$ cat src/rtl/fcc_pkg.sv
// ----------------------------------------------------------------------------
// fcc_pkg
// Types and constants shared by the framed message checker core and its port
// checker, and the CRC-32 byte update used by the core.
// ----------------------------------------------------------------------------
package fcc_pkg;

    localparam int unsigned CNT_W    = 33;
    localparam int unsigned CFG_IDX_W = 2;
    localparam int unsigned CFG_DAT_W = 32;

    localparam logic [CNT_W-1:0] HDR_BYTES = 33'd16;
    localparam logic [CNT_W-1:0] CNT_MAX   = {CNT_W{1'b1}};

    localparam logic [31:0] CRC_INIT = 32'hFFFF_FFFF;
    localparam logic [31:0] CRC_POLY = 32'hEDB8_8320;

    typedef enum logic [CFG_IDX_W-1:0] {
        CFG_MAGIC   = 2'd0,
        CFG_VERSION = 2'd1,
        CFG_RESP    = 2'd2
    } t_cfg_idx;

    typedef enum logic [2:0] {
        VERDICT_OK        = 3'd0,
        VERDICT_SHORT     = 3'd1,
        VERDICT_LENGTH    = 3'd2,
        VERDICT_MAGIC     = 3'd3,
        VERDICT_VERSION   = 3'd4,
        VERDICT_CRC       = 3'd5
    } t_verdict;

    // Reflected CRC-32, one byte: eight shift/xor steps
    function automatic logic [31:0] crc_byte(logic [31:0] crc, logic [7:0] b);
        logic [31:0] c;
        c = crc ^ {24'd0, b};
        for (int k = 0; k < 8; k++) begin
            c = (c >> 1) ^ (c[0] ? CRC_POLY : 32'd0);
        end
        return c;
    endfunction

endpackage

$ cat src/rtl/framed_message_crc_checker_core.sv
// A last byte moves from the input register into the output register, which holds its verdict.
// Throughput: one byte per cycle; the per-byte CRC update is one unrolled byte step.
// Input stalls only when a last byte waits behind a result held by a stalled output.
// Reset (i_rst_n low, synchronous): configuration registers and message state return to their
// cleared values, the CRC accumulator to all ones, and both valid flags drop.
// ----------------------------------------------------------------------------
// framed_message_crc_checker_core
// Captures a 16-byte little-endian header (plus a status byte in response
// mode), runs CRC-32 over the payload and reports one verdict per message.
// ----------------------------------------------------------------------------
module framed_message_crc_checker_core (
    input  logic                           i_clk,
    input  logic                           i_rst_n,
    // configuration
    input  logic                           i_cfg_we,
    input  logic [fcc_pkg::CFG_IDX_W-1:0]  i_cfg_index,
    input  logic [fcc_pkg::CFG_DAT_W-1:0]  i_cfg_data,
    // byte input
    input  logic                           i_in_valid,
    output logic                           o_in_stall,
    input  logic [7:0]                     i_data_byte,
    input  logic                           i_last_byte,
    // verdict output
    output logic                           o_out_valid,
    input  logic                           i_out_stall,
    output logic [2:0]                     o_verdict,
    output logic [7:0]                     o_command_code,
    output logic [7:0]                     o_header_flags,
    output logic [31:0]                    o_payload_length,
    output logic [7:0]                     o_reply_status,
    output logic [31:0]                    o_payload_crc
);

    // configuration registers
    logic [31:0] r_exp_magic;
    logic [15:0] r_exp_version;
    logic        r_resp_mode;

    // input register
    logic        r_in_valid;
    logic [7:0]  r_in_byte;
    logic        r_in_last;

    // message state
    logic [fcc_pkg::CNT_W-1:0] r_count,    n_count;
    logic [31:0]               r_crc,      n_crc;
    logic [31:0]               r_magic,    n_magic;
    logic [15:0]               r_version,  n_version;
    logic [7:0]                r_command,  n_command;
    logic [7:0]                r_flags,    n_flags;
    logic [31:0]               r_length,   n_length;
    logic [31:0]               r_checksum, n_checksum;
    logic [7:0]                r_status,   n_status;

    // output register
    logic        r_out_valid;
    logic [2:0]  r_verdict;
    logic [7:0]  r_command_code;
    logic [7:0]  r_header_flags;
    logic [31:0] r_payload_length;
    logic [7:0]  r_reply_status;
    logic [31:0] r_payload_crc;

    logic                      out_free;
    logic                      advance;
    logic                      in_take;
    logic [fcc_pkg::CNT_W-1:0] hdr_len;
    fcc_pkg::t_verdict         verdict;

    assign out_free   = !r_out_valid || !i_out_stall;
    assign advance    = r_in_valid && (!r_in_last || out_free);
    assign o_in_stall = r_in_valid && !advance;
    assign in_take    = i_in_valid && !o_in_stall;

    always_ff @(posedge i_clk) begin
        if (!i_rst_n) begin
            r_exp_magic   <= '0;
            r_exp_version <= '0;
            r_resp_mode   <= 1'b0;
        end else if (i_cfg_we) begin
            unique case (i_cfg_index)
                fcc_pkg::CFG_MAGIC:   r_exp_magic   <= i_cfg_data;
                fcc_pkg::CFG_VERSION: r_exp_version <= i_cfg_data[15:0];
                fcc_pkg::CFG_RESP:    r_resp_mode   <= i_cfg_data[0];
                default: ;
            endcase
        end
    end

    always_ff @(posedge i_clk) begin
        if (!i_rst_n) begin
            r_in_valid <= 1'b0;
        end else if (in_take) begin
            r_in_valid <= 1'b1;
        end else if (advance) begin
            r_in_valid <= 1'b0;
        end
    end

    always_ff @(posedge i_clk) begin
        if (in_take) begin
            r_in_byte <= i_data_byte;
            r_in_last <= i_last_byte;
        end
    end

    // classify the byte by its position and fold it into the message state
    always_comb begin
        n_count    = r_count;
        n_crc      = r_crc;
        n_magic    = r_magic;
        n_version  = r_version;
        n_command  = r_command;
        n_flags    = r_flags;
        n_length   = r_length;
        n_checksum = r_checksum;
        n_status   = r_status;

        priority if (r_count < 33'd4) begin
            n_magic[8*r_count[1:0] +: 8] = r_in_byte;
        end else if (r_count < 33'd6) begin
            n_version[8*r_count[0] +: 8] = r_in_byte;
        end else if (r_count == 33'd6) begin
            n_command = r_in_byte;
        end else if (r_count == 33'd7) begin
            n_flags = r_in_byte;
        end else if (r_count < 33'd12) begin
            n_length[8*r_count[1:0] +: 8] = r_in_byte;
        end else if (r_count < fcc_pkg::HDR_BYTES) begin
            n_checksum[8*r_count[1:0] +: 8] = r_in_byte;
        end else if (r_count == fcc_pkg::HDR_BYTES && r_resp_mode) begin
            n_status = r_in_byte;
        end else begin
            n_crc = fcc_pkg::crc_byte(r_crc, r_in_byte);
        end

        if (r_count != fcc_pkg::CNT_MAX) begin
            n_count = r_count + 33'd1;
        end
    end

    assign hdr_len = fcc_pkg::HDR_BYTES + {32'd0, r_resp_mode};

    always_comb begin
        priority if (n_count < hdr_len) begin
            verdict = fcc_pkg::VERDICT_SHORT;
        end else if ({1'b0, n_count} != ({1'b0, hdr_len} + {2'b00, n_length})) begin
            verdict = fcc_pkg::VERDICT_LENGTH;
        end else if (n_magic != r_exp_magic) begin
            verdict = fcc_pkg::VERDICT_MAGIC;
        end else if (n_version != r_exp_version) begin
            verdict = fcc_pkg::VERDICT_VERSION;
        end else if (~n_crc != n_checksum) begin
            verdict = fcc_pkg::VERDICT_CRC;
        end else begin
            verdict = fcc_pkg::VERDICT_OK;
        end
    end

    // clear the message state after the last byte
    always_ff @(posedge i_clk) begin
        if (!i_rst_n || (advance && r_in_last)) begin
            r_count    <= '0;
            r_crc      <= fcc_pkg::CRC_INIT;
            r_magic    <= '0;
            r_version  <= '0;
            r_command  <= '0;
            r_flags    <= '0;
            r_length   <= '0;
            r_checksum <= '0;
            r_status   <= '0;
        end else if (advance) begin
            r_count    <= n_count;
            r_crc      <= n_crc;
            r_magic    <= n_magic;
            r_version  <= n_version;
            r_command  <= n_command;
            r_flags    <= n_flags;
            r_length   <= n_length;
            r_checksum <= n_checksum;
            r_status   <= n_status;
        end
    end

    always_ff @(posedge i_clk) begin
        if (!i_rst_n) begin
            r_out_valid <= 1'b0;
        end else if (advance && r_in_last) begin
            r_out_valid <= 1'b1;
        end else if (!i_out_stall) begin
            r_out_valid <= 1'b0;
        end
    end

    always_ff @(posedge i_clk) begin
        if (advance && r_in_last) begin
            r_verdict        <= verdict;
            r_command_code   <= n_command;
            r_header_flags   <= n_flags;
            r_payload_length <= n_length;
            r_reply_status   <= r_resp_mode ? n_status : 8'd0;
            r_payload_crc    <= ~n_crc;
        end
    end

    assign o_out_valid      = r_out_valid;
    assign o_verdict        = r_verdict;
    assign o_command_code   = r_command_code;
    assign o_header_flags   = r_header_flags;
    assign o_payload_length = r_payload_length;
    assign o_reply_status   = r_reply_status;
    assign o_payload_crc    = r_payload_crc;

endmodule

$ cat config.mk
export PLATFORM = sky130hd
export DESIGN_NAME = framed_message_crc_checker_core
export DESIGN_NICKNAME = d
export VERILOG_FILES = /design/src/rtl/fcc_pkg.sv /design/src/rtl/framed_message_crc_checker_core.sv
export SDC_FILE = /design/constraint.sdc
export NUM_CORES = 1
export LEC_CHECK = 0
export ABC_AREA = 1
export ABC_CLOCK_PERIOD_IN_PS = 3500
export BUFFER_PORTS_ARGS = -buffer_cell sky130_fd_sc_hd__buf_2
export CAP_MARGIN = 20
export CORE_MARGIN = 5
export CORE_UTILIZATION = 50
export CTS_CLUSTER_SIZE = 16
export DETAILED_ROUTE_END_ITERATION = 8
export PLACE_DENSITY = 0.71
export SYNTH_ARGS = -nofsm -noshare
export SYNTH_HDL_FRONTEND = slang
export SYNTH_SLANG_ARGS = --single-unit
$ cat constraint.sdc
create_clock -name i_clk -period 3.5 [get_ports i_clk]
set_input_delay 0.7 -clock i_clk [delete_from_list [all_inputs] [get_ports i_clk]]
set_output_delay 0.7 -clock i_clk [all_outputs]
set_load 0.05 [all_outputs]
* Yosys cells after proc, flatten, opt, wreduce, memory -nomap -nowiden
Cells that the tools add are included.
** Operators by class
- Add/sub/neg operators :: 5
- Multipliers :: 0
- Divide/modulo/power cells :: 0
- Order comparisons :: 5
- Equality and inequality tests :: 11
- Shifts and indexed selects :: 4
- Mux-type cells :: 56
- Bitwise operators :: 10
- Reductions and logical operators :: 20
** Operator list (count)
- 32-bit 2-to-1 mux :: 27
- 31-bit by 32-bit XOR with 32-bit output :: 8
- 8-bit 2-to-1 mux :: 14
- 32-bit bitwise mux :: 3
- 33-bit by 3-bit == test with 1-bit output, second input constant :: 2
- 33-bit by 3-bit < comparator with 1-bit output, second input constant :: 2
- 32-bit != test :: 2
- 4-bit negation with 34-bit output :: 1
- 5-bit negation with 34-bit output :: 1
- 8-bit by 34-bit variable shift with 16-bit output, first input constant :: 1
- 8-bit by 34-bit variable shift with 32-bit output, first input constant :: 1
- 8-bit by 34-bit variable part select with 16-bit output :: 1
- 8-bit by 34-bit variable part select with 32-bit output :: 1
- 33-bit by 1-bit adder with 33-bit output, second input constant :: 1
- 6-bit by 32-bit adder with 33-bit output :: 1
- 33-bit by 5-bit == test with 1-bit output, second input constant :: 1
- 33-bit by 4-bit < comparator with 1-bit output, second input constant :: 1
- 33-bit by 5-bit < comparator with 1-bit output, second input constant :: 1
- 33-bit by 6-bit < comparator with 1-bit output :: 1
- 33-bit 2-to-1 mux :: 1
- 33-bit != test :: 1
- 33-bit != test, second input constant :: 1
- 16-bit 2-to-1 mux :: 2
- 32-bit NOT :: 1
- other kinds (17) :: 35
** Storage, ports and cells
- Flip-flop bits (word level) :: 352
- Bits in latches :: 0
- RAM bits :: 0
- Bits in read-only memories :: 0
- Input port bits :: 48
- Logic and storage cells :: 134
- Memories :: 0

* Longest topological paths before layout
Gate-level depths: netlist (run 1).
- Depth in word-level cells :: 30
- Gate-level depth with buffers :: 30
- Gate-level depth less buffers :: 29

* Least setup slack after synthesis (run 1)
No wires, ideal clock.
- Kind :: reg-to-reg
- Start point :: register r_count[0] in the netlist's numbering
- End point :: register r_verdict[1], in the netlist o_verdict[1] (data pin)
- Setup time :: 250 ps
- Arrival time :: 3357 ps
- Required time :: 3250 ps
- Path slack :: -107 ps
- Cell stages (with the launch flop) :: 28
- Path through :: dfxtp_1 > buf_2 > inv_1 > ha_1 > buf_2 > inv_1 > nor3_1 > clkinv_1 > nor2_1 > o21ai_0 > inv_1 > ha_1 > ha_1 > nand3_2 > o21ai_4 > nand2_1 > nor2_4 > nand2_1 > nand2_1 > nand2_1 > nand2_1 > nand2_1 > nor2_1 > nand3_1 > nor2_2 > nand3_1 > nand2_1 > inv_1
** On the way
- Word-level cells in the longest chain between the ends :: 11
- Elaborated cells between the ends (all ways) :: 33
** RTL lines
- start: declaration :: line framed_message_crc_checker_core.sv:45 : logic [fcc_pkg::CNT_W-1:0] r_count, n_count;
- start signal: assignment :: line framed_message_crc_checker_core.sv:173 : r_count <= n_count;
- 5-bit negation with 34-bit output :: line framed_message_crc_checker_core.sv:128 : n_length[8*r_count[1:0] +: 8] = r_in_byte;
- 8-bit by 34-bit variable part select with 32-bit output / 8-bit by 34-bit variable shift with 32-bit output (equally long branches) :: line framed_message_crc_checker_core.sv:128
- 32-bit bitwise mux :: line framed_message_crc_checker_core.sv:128
- 32-bit 2-to-1 mux :: line framed_message_crc_checker_core.sv:127 : end else if (r_count < 33'd12) begin
- 32-bit 2-to-1 mux :: line framed_message_crc_checker_core.sv:125 : end else if (r_count == 33'd7) begin
- 32-bit 2-to-1 mux :: line framed_message_crc_checker_core.sv:123 : end else if (r_count == 33'd6) begin
- 32-bit 2-to-1 mux :: line framed_message_crc_checker_core.sv:121 : end else if (r_count < 33'd6) begin
- 32-bit 2-to-1 mux * :: line framed_message_crc_checker_core.sv:119 : priority if (r_count < 33'd4) begin
- via n_length[0] :: line framed_message_crc_checker_core.sv:51 : logic [31:0] r_length, n_length;
- 6-bit by 32-bit adder with 33-bit output * :: line framed_message_crc_checker_core.sv:147 : end else if ({1'b0, n_count} != ({1'b0, hdr_len} + {2'b00, n_length})) begin
- 33-bit != test * :: line framed_message_crc_checker_core.sv:147
- 2-bit 2-to-1 mux * :: line framed_message_crc_checker_core.sv:147
- end signal: assignment :: line framed_message_crc_checker_core.sv:197 : r_verdict <= verdict;
- end: declaration :: line framed_message_crc_checker_core.sv:57 : logic [2:0] r_verdict;
The timed path passes the listed nets; every way through them passes the cells marked *.
A chain may end at the register's enable or synchronous reset.

* Worst setup path after layout (run 1)
- Start point :: register r_count[25] in the netlist's numbering
- End point :: register r_verdict[1], in the netlist o_verdict[1] (data pin)
** On the way
- Word-level cells in the longest chain between the ends :: 9
- Elaborated cells between the ends (all ways) :: 24
** RTL lines (line)
- 33-bit by 4-bit < comparator with 1-bit output :: framed_message_crc_checker_core.sv:127
- 32-bit 2-to-1 mux :: framed_message_crc_checker_core.sv:127
- 32-bit 2-to-1 mux :: framed_message_crc_checker_core.sv:125
- 32-bit 2-to-1 mux :: framed_message_crc_checker_core.sv:123
- 32-bit 2-to-1 mux :: framed_message_crc_checker_core.sv:121
- 32-bit 2-to-1 mux * :: framed_message_crc_checker_core.sv:119
- via n_length[1] :: framed_message_crc_checker_core.sv:51
- 6-bit by 32-bit adder with 33-bit output * :: framed_message_crc_checker_core.sv:147
- 33-bit != test * :: framed_message_crc_checker_core.sv:147
- 2-bit 2-to-1 mux * :: framed_message_crc_checker_core.sv:147
Marks and branches as above.

==> flow_metrics.py, run 1 <==
metrics = {
    "synth": {
        "synth_edf_count": 100,
        "ys_seq_area_share_pct": 40.2,
        "synth-warning-count": 0,
        "ys.flop_type": "dfxtp_1",
        "ys_ff_latch": 352,
        "syn_avg_cell_area_um2": 7.18,
        "syn_area_mm2": 0.0200,
        "yosys.cell_types.count": 48,
        "synth_cells": 2785,
        "synth.net_count": 2840,
        "async_reset_ff_share_pct": 0,
    },
    "power_and_ir_drop": {
        "power.density_mw_per_mm2": 489,
        "vdd_drop_max_v": 0.000395,
        "p_leak_nw": 12.6,
    },
    "sta": {
        "clock.fmax_mhz": 274,
        "clock_skew_ns": 0.0172,
        "fin_setup_tns_ns": -0.386,
        "max_slew.worst_pin.slew_ns": 0.967,
        "holdWs_ns": 0.304,
        "hold_viol": 0,
        "report.final.setup_viol": 3,
        "relSlewSlack_pct": 35.3,
        "period_needed_ns": 3.65,
        "rsz0062_at_grt": "true",
        "finalCritPeriodShare_pct": 104,
        "finalWorstSetupSlack_ns": -0.151,
        "slew_viol_final": 0,
    },
    "finish": {
        "insertedDiodeCount": 0,
        "layout-drive-gt1-share_pct": 26.7,
        "nets": 3358,
        "final_util_pct": 66.7,
        "nFillCells": 3482,
        "syn_to_final_growth_pct": 32.1,
        "stdcell_count": 3860,
    },
    "worst_setup_path": {
        "critPathMaxFanout": 7,
        "rr_endpoint": "o_verdict[1]$_SDFFCE_PP0P_",
        "worstRegToRegCells": 27,
        "regToRegSetupSlack_ns": -0.15,
        "crit_type": "register to register",
        "end_kind": "register",
        "start_kind": "register",
        "regToRegStartpoint": "r_count[25]$_SDFFE_PP0P_",
        "crit_arrival_ns": 3.98,
        "critPathRequiredTime_ns": 3.83,
    },
    "placed_design": {
        "gp_congestion": 0.994,
        "place_ws_ns": -0.374,
        "dp.cells": 3740,
        "hpwl_um": 55000,
        "port_buffers": 140,
    },
    "route": {
        "drt_iter0_markers": 2001,
        "route.detailed.drc": 0,
        "wl_per_cell_um": 18.8,
        "drt_first_pass_iters": 9,
        "ant_nets": 0,
        "detail_route.vias_per_cell": 5.32,
        "vias": 20500,
        "drt_wl_total_um": 72700,
    },
    "grt": {
        "grt_overflow": 0,
        "grt_max_degree": 210,
        "track_usage_pct": 31.9,
        "antenna_found_initial": 2,
        "grt_pass1_wl_um": 110000,
        "first_global_vias": 19600,
    },
    "clock_tree": {
        "cts-root-buf": "clkbuf_16",
        "insertion_delay_ns": 0.58,
        "hold_buffers": 0,
        "numCtsBuffers": 40,
        "clock_path_buffers": 3,
        "htree_num_levels": 2,
        "tritoncts": "yes",
        "clk_pin_slew_ns": 0.06,
        "clock-sinks": 352,
    },
    "floorplanning": {
        "core_area_mm2": 0.0396,
        "rows": 73,
        "io_pins": 141,
        "start_util_pct": 50.5,
        "fp.dieH_um": 210,
        "die_w_um": 210,
        "dieArea_mm2": 0.0441,
    },
    "outcome": {
        "outcome": "finished with violations",
        "violations": "negative setup slack",
    },
    "job": {
        "drv_cap": 0,
    },
    "hold_path": {
        "hold_class": "input port to register",
        "hold-path-cell-count": 1,
        "whs_endpoint": "r_in_byte[3]$_DFFE_PP_",
        "hold_start": "i_data_byte[3]",
    },
}
-- worst max-delay path: stages (launching register included) --
cell,delay [ns]
dfxtp_2,0.34
nor2_2,0.13
nand2_1,0.09
nor2_2,0.17
nand2_4,0.15
nor2_8,0.14
nand2_4,0.07
nor2_8,0.10
nand2_4,0.07
buf_4,0.18
nand2_2,0.08
nand2_2,0.06
inv_2,0.08
ha_4,0.15
nand3_4,0.09
o21ai_4,0.25
nand3_4,0.12
buf_4,0.15
o21ai_2,0.14
nand2_1,0.11
nand2_2,0.08
nand2_1,0.07
a21oi_2,0.14
nand3_1,0.10
nor2_2,0.13
nand3_1,0.08
nand2_1,0.07
inv_1,0.04
-- synth_stat cells, types with 2 or more instances --
| cell type | number | area [um^2] |
|---|---|---|
| a21boi_0 | 2 | 15.0 |
| a21oi_1 | 165 | 826 |
| buf_1 | 5 | 18.8 |
| buf_2 | 11 | 55.1 |
| buf_4 | 3 | 22.5 |
| buf_6 | 6 | 67.6 |
| clkbuf_1 | 87 | 327 |
| clkinv_1 | 5 | 18.8 |
| dfxtp_1 | 252 | 5040 |
| edfxtp_1 | 100 | 3000 |
| ha_1 | 7 | 87.6 |
| inv_1 | 344 | 1290 |
| inv_2 | 19 | 71.3 |
| mux2i_1 | 16 | 160 |
| nand2_1 | 524 | 1970 |
| nand2_2 | 26 | 163 |
| nand2_4 | 7 | 78.8 |
| nand3_1 | 97 | 485 |
| nand3_2 | 9 | 90.1 |
| nand3b_1 | 8 | 60.1 |
| nand4_1 | 34 | 213 |
| nor2_1 | 377 | 1420 |
| nor2_2 | 18 | 113 |
| nor2_4 | 11 | 124 |
| nor2_8 | 2 | 40.0 |
| nor3_1 | 56 | 280 |
| nor3_4 | 2 | 32.5 |
| nor3b_1 | 5 | 37.5 |
| nor4_1 | 13 | 81.3 |
| o211ai_1 | 30 | 225 |
| o21ai_0 | 314 | 1570 |
| o21ai_1 | 10 | 50.1 |
| o21ai_2 | 3 | 26.3 |
| o21ai_4 | 2 | 32.5 |
| or2_2 | 7 | 43.8 |
| xnor2_1 | 44 | 385 |
| xnor2_2 | 2 | 32.5 |
| xor2_1 | 152 | 1330 |
-- power breakdown --
part | internal (mW) | switching [mW]
registers | 4.51 | 0.144
clock network | 2.64 | 1.79
logic | 1.58 | 2.26
total | 8.73 | 4.20
-- per-stage QoR --
stage                     instance area (um^2)  power (mW)
after global placement                   24100        8.29
after detailed placement                 24100        8.35
final                                    26400        12.9
after global routing                     26400        13.5
after CTS                                26100        12.8
after floorplan                          20000        6.71
-- flip-flops by register name, indices dropped and copies added, names as in the netlist, 32 cells and up --
name and count:
o_payload_crc 32, o_payload_length 32, r_checksum 32, r_count 33, r_crc 32, r_exp_magic 32
r_length 32, r_magic 32
-- logic make-up (layout without fill, tap and decap cells) --
group,Yosys count,after routing,share of synthesized area (%)
adder cells (fa/ha/maj),7,7,0.438
AND/OR/NAND/NOR,1198,1199,26.3
AO/OA/AOI/OAI,532,532,14.0
buffers and inverters,481,1030,9.45
multiplexers,16,16,0.801
XOR/XNOR,199,199,8.86
flip-flops,352,352,40.2
-- per-layer routing --
metal	wire, um	vias to the layer above	global-route usage [%]	part of all wire [%]
li1	-	9985	-	-
met1	31000	9620	42.8	43
met2	33500	739	52.2	46
met3	4950	172	5.02	6.8
met4	3170	4	12.2	4.4
met5	29	-	0	0.040
-- cell type report --
| cell class | count | area, um^2 | area share [%] |
|---|---|---|---|
| clock inverters | 21 | 293 | 1.11 |
| repair buffers | 587 | 4320 | 16.3 |
| flip-flops and latches | 352 | 8070 | 30.5 |
| multi-input cells | 1953 | 10600 | 40.1 |
| clock buffers | 53 | 1080 | 4.09 |
| inverters | 369 | 1410 | 5.34 |
| well taps | 525 | 657 | 2.49 |
-- what timing repair did --
action,4_1_cts,5_1_grt
buffers inserted,35,15
endpoints found under the setup margin,3,4
gates resized for setup,97,88
pin swaps,36,50
gates cloned,1,0
-- worst max-delay path by stage --
| stage | from | endpoint | slack, ns | cells past startpoint |
|---|---|---|---|---|
| global placement | r_count[3]$_SDFFE_PP0P_ | o_verdict[2]$_SDFFCE_PP0P_ | -0.35 | 26 |
| floorplan | r_count[0]$_SDFFE_PP0P_ | o_verdict[1]$_SDFFCE_PP0P_ | 0.07 | 27 |
| detailed placement | r_count[0]$_SDFFE_PP0P_ | o_verdict[1]$_SDFFCE_PP0P_ | -0.37 | 24 |
| finish | r_count[25]$_SDFFE_PP0P_ | o_verdict[1]$_SDFFCE_PP0P_ | -0.15 | 27 |
| CTS | r_count[32]$_SDFFE_PP0P_ | o_verdict[2]$_SDFFCE_PP0P_ | -0.08 | 29 |
| global route | r_count[25]$_SDFFE_PP0P_ | o_verdict[1]$_SDFFCE_PP0P_ | -0.35 | 26 |
-- cells in the final DEF (no fill, tap or decap), types with 5 or more instances in the layout --
cell	n
o21ai_2	6
a21oi_1	163
mux2i_1	16
nand2_2	50
nand4_1	34
buf_2	140
buf_4	417
dfxtp_1	239
nor2_1	344
o211ai_1	30
xnor2_1	44
clkinv_2	8
nand3_1	86
o21ai_1	20
nand2_1	487
clkbuf_1	10
or2_2	7
nor2_4	24
dfxtp_2	11
nor2_2	39
nand3_2	15
nand3_4	6
buf_6	13
clkbuf_16	40
nand3b_1	8
inv_1	329
nor4_1	12
nor3_2	5
edfxtp_1	100
clkinv_1	6
xor2_1	150
o21ai_0	300
buf_12	17
nor3_1	50
bufinv_16	6
inv_2	31
nand2_4	20
No activity file was read; power rests on OpenSTA's default activity.
==> run 2: changes to the inputs <==
- ABC_AREA: 1 -> not set
==> flow_metrics.py, run 2 <==
metrics = {
    "outcome": {
        "outcome": "finished with violations",
        "violations": "negative setup slack",
    },
    "sta": {
        "relSlewSlack_pct": 38.0,
        "rsz0062_at_grt": "true",
        "finalWorstSetupSlack_ns": -0.720,
        "clock_skew_ns": 0.0356,
        "period_needed_ns": 4.22,
        "clock.fmax_mhz": 237,
        "max_slew.worst_pin.slew_ns": 0.930,
        "finalCritPeriodShare_pct": 121,
        "report.final.setup_viol": 3,
        "slew_viol_final": 0,
        "hold_viol": 0,
        "fin_setup_tns_ns": -2.02,
    },
    "finish": {
        "nFillCells": 3166,
        "layout_commonest_cell": "buf_4",
        "fin_area_mm2": 0.0243,
        "stdcell_count": 3186,
        "largest_reg_flops": 33,
        "final_util_pct": 64.5,
        "syn_to_final_growth_pct": 26.8,
        "insertedDiodeCount": 0,
        "layout-drive-gt1-share_pct": 24.0,
        "nets": 2699,
        "mostFrequentLayoutCells": "352 x buf_4, 322 x nand2_1, 286 x nor2_1, 249 x dfxtp_1, 168 x xnor2_1",
        "largest_register": "r_count",
    },
    "synth": {
        "yosys.cell_types.count": 73,
        "syn_area_mm2": 0.0192,
        "yosysTopAreaCell": "dfxtp_1",
        "yosys-top-cells-area": "dfxtp_1 26%, edfxtp_1 16%, xnor2_1 7.7%",
        "synth-warning-count": 0,
        "async_reset_ff_share_pct": 0,
        "synth.net_count": 2306,
        "ys_seq_area_share_pct": 41.9,
        "syn_avg_cell_area_um2": 8.53,
        "synth_top_area_share_pct": 26.3,
        "synth_most_common_cell": "nand2_1",
        "synth_common_cells": "325 x nand2_1, 286 x nor2_1, 252 x dfxtp_1",
        "synth_cells": 2251,
        "synth_edf_count": 100,
        "ys.flop_type": "dfxtp_1",
        "ys_ff_latch": 352,
    },
    "grt": {
        "first_global_vias": 16800,
        "grt_overflow": 0,
        "antenna_found_initial": 0,
        "track_usage_pct": 29.0,
        "grt_max_degree": 91,
        "grt_pass1_wl_um": 95900,
    },
    "route": {
        "vias": 18000,
        "wl_per_cell_um": 19.9,
        "detail_route.vias_per_cell": 5.65,
        "ant_nets": 0,
        "route.detailed.drc": 0,
        "drt_first_pass_iters": 6,
        "drt_iter0_markers": 1898,
        "drt_wl_total_um": 63400,
    },
    "clock_tree": {
        "clock-sinks": 352,
        "numCtsBuffers": 39,
        "clock_path_buffers": 3,
        "insertion_delay_ns": 0.59,
        "cts-root-buf": "clkbuf_16",
        "hold_buffers": 0,
        "tritoncts": "yes",
        "clk_pin_slew_ns": 0.06,
        "htree_num_levels": 2,
    },
    "floorplanning": {
        "rows": 71,
        "dieArea_mm2": 0.0424,
        "fp.dieH_um": 206,
        "die_w_um": 206,
        "core_area_mm2": 0.0378,
        "io_pins": 141,
        "start_util_pct": 50.9,
    },
    "hold_path": {
        "hold_class": "input port to register",
    },
    "power_and_ir_drop": {
        "vdd_drop_max_v": 0.000358,
        "power.density_mw_per_mm2": 439,
        "p_leak_nw": 9.30,
    },
    "worst_setup_path": {
        "start_kind": "register",
        "crit_type": "register to register",
        "critPathMaxFanout": 4,
        "end_kind": "register",
        "crit_arrival_ns": 4.64,
        "critPathRequiredTime_ns": 3.92,
    },
    "placed_design": {
        "post_dp_cell_area_mm2": 0.0228,
        "gp_congestion": 0.991,
        "port_buffers": 140,
        "dp.cells": 3106,
        "hpwl_um": 47900,
    },
    "job": {
        "drv_cap": 0,
    },
}
## run 2: cell types whose count changed after synthesis, moves of 85 or more
cell,before,now
nor2_1,377,286
o21ai_0,314,64
xnor2_1,44,169
xor2_1,152,67
nand2_1,524,325
inv_1,344,43
## run 2: cell type report
cell class | count | area [um^2] | share of cell area, %
multi-input combinational | 1703 | 10600 | 43.5
inverter | 45 | 171 | 0.704
tap | 511 | 639 | 2.63
sequential | 352 | 8050 | 33.1
clock inverter | 22 | 308 | 1.26
clock buffer | 50 | 1030 | 4.22
timing repair buffer | 503 | 3550 | 14.6
## run 2: final timing paths
kind,slack (ns),to,cells after the start,startpoint
setup reg to reg,-0.72,o_verdict[2]$_SDFFCE_PP0P_,17,r_count[16]$_SDFFE_PP0P_
hold / removal,0.31,r_in_byte[1]$_DFFE_PP_,1,i_data_byte[1]
hold reg to reg,0.45,r_status[7]$_SDFFE_PP0P_,2,r_status[7]$_SDFFE_PP0P_
setup / recovery,-0.72,o_verdict[2]$_SDFFCE_PP0P_,17,r_count[16]$_SDFFE_PP0P_
## run 2: per-layer routing
layer	track usage, %	up-vias	part of all wire [%]
met5	0	-	0
met4	11.5	0	4.0
met3	5.96	136	9.2
met2	44.2	840	44
met1	40.5	8426	43
li1	-	8612	-
## run 2: where the power goes
part | leakage [nW] | switching (mW) | internal, mW | total, mW
clock | 0.631 | 1.79 | 2.50 | 4.29
sequential | 2.99 | 0.109 | 4.34 | 4.45
combinational | 5.68 | 1.13 | 0.816 | 1.95
total | 9.30 | 3.03 | 7.65 | 10.7
## run 2: per-stage QoR
| step | power, mW | worst slack, ns | hold WS, ns |
|---|---|---|---|
| finish | 10.7 | -0.720 | 0.309 |
| global route | 11.1 | -0.883 | 0.297 |
| CTS | 10.7 | -0.735 | 0.285 |
| detailed placement | 6.45 | -1.02 | 0.446 |
| global placement | 6.42 | -0.775 | 0.439 |
| floorplan | 5.68 | -0.880 | 0.430 |
## run 2: cell families after synthesis
family / Yosys count / synth area share, %
buf+inv: 196 / 4.12
flops: 352 / 41.9
simple gates: 944 / 23.4
compound gates: 401 / 13.0
mux: 111 / 5.91
xor+xnor: 240 / 11.2
fa+ha+maj: 7 / 0.456
## run 2: repair_timing
| item | 4_1_cts | 5_1_grt |
|---|---|---|
| gates cloned | 0 | 0 |
| pin swaps | 10 | 15 |
| endpoints found under the hold margin | 0 | 0 |
| setup buffers | 7 | 1 |
| resized for setup | 6 | 19 |
| setup endpoints to repair | 3 | 3 |
## run 2: worst max-delay path, stage by stage, from the launching register on
cell       delay, ns
dfxtp_1         0.33
nor4_4          0.31
nand3_2         0.15
or4_4           0.59
o21ai_4         0.18
ha_4            0.18
ha_4            0.15
a31oi_1         0.07
nor2_1          0.19
nand3_2         0.13
mux2i_4         0.21
buf_4           0.17
o2111ai_4       0.16
nor4bb_1        0.32
nor3_1          0.10
nor4_1          0.34
and4_4          0.30
and4b_1         0.21
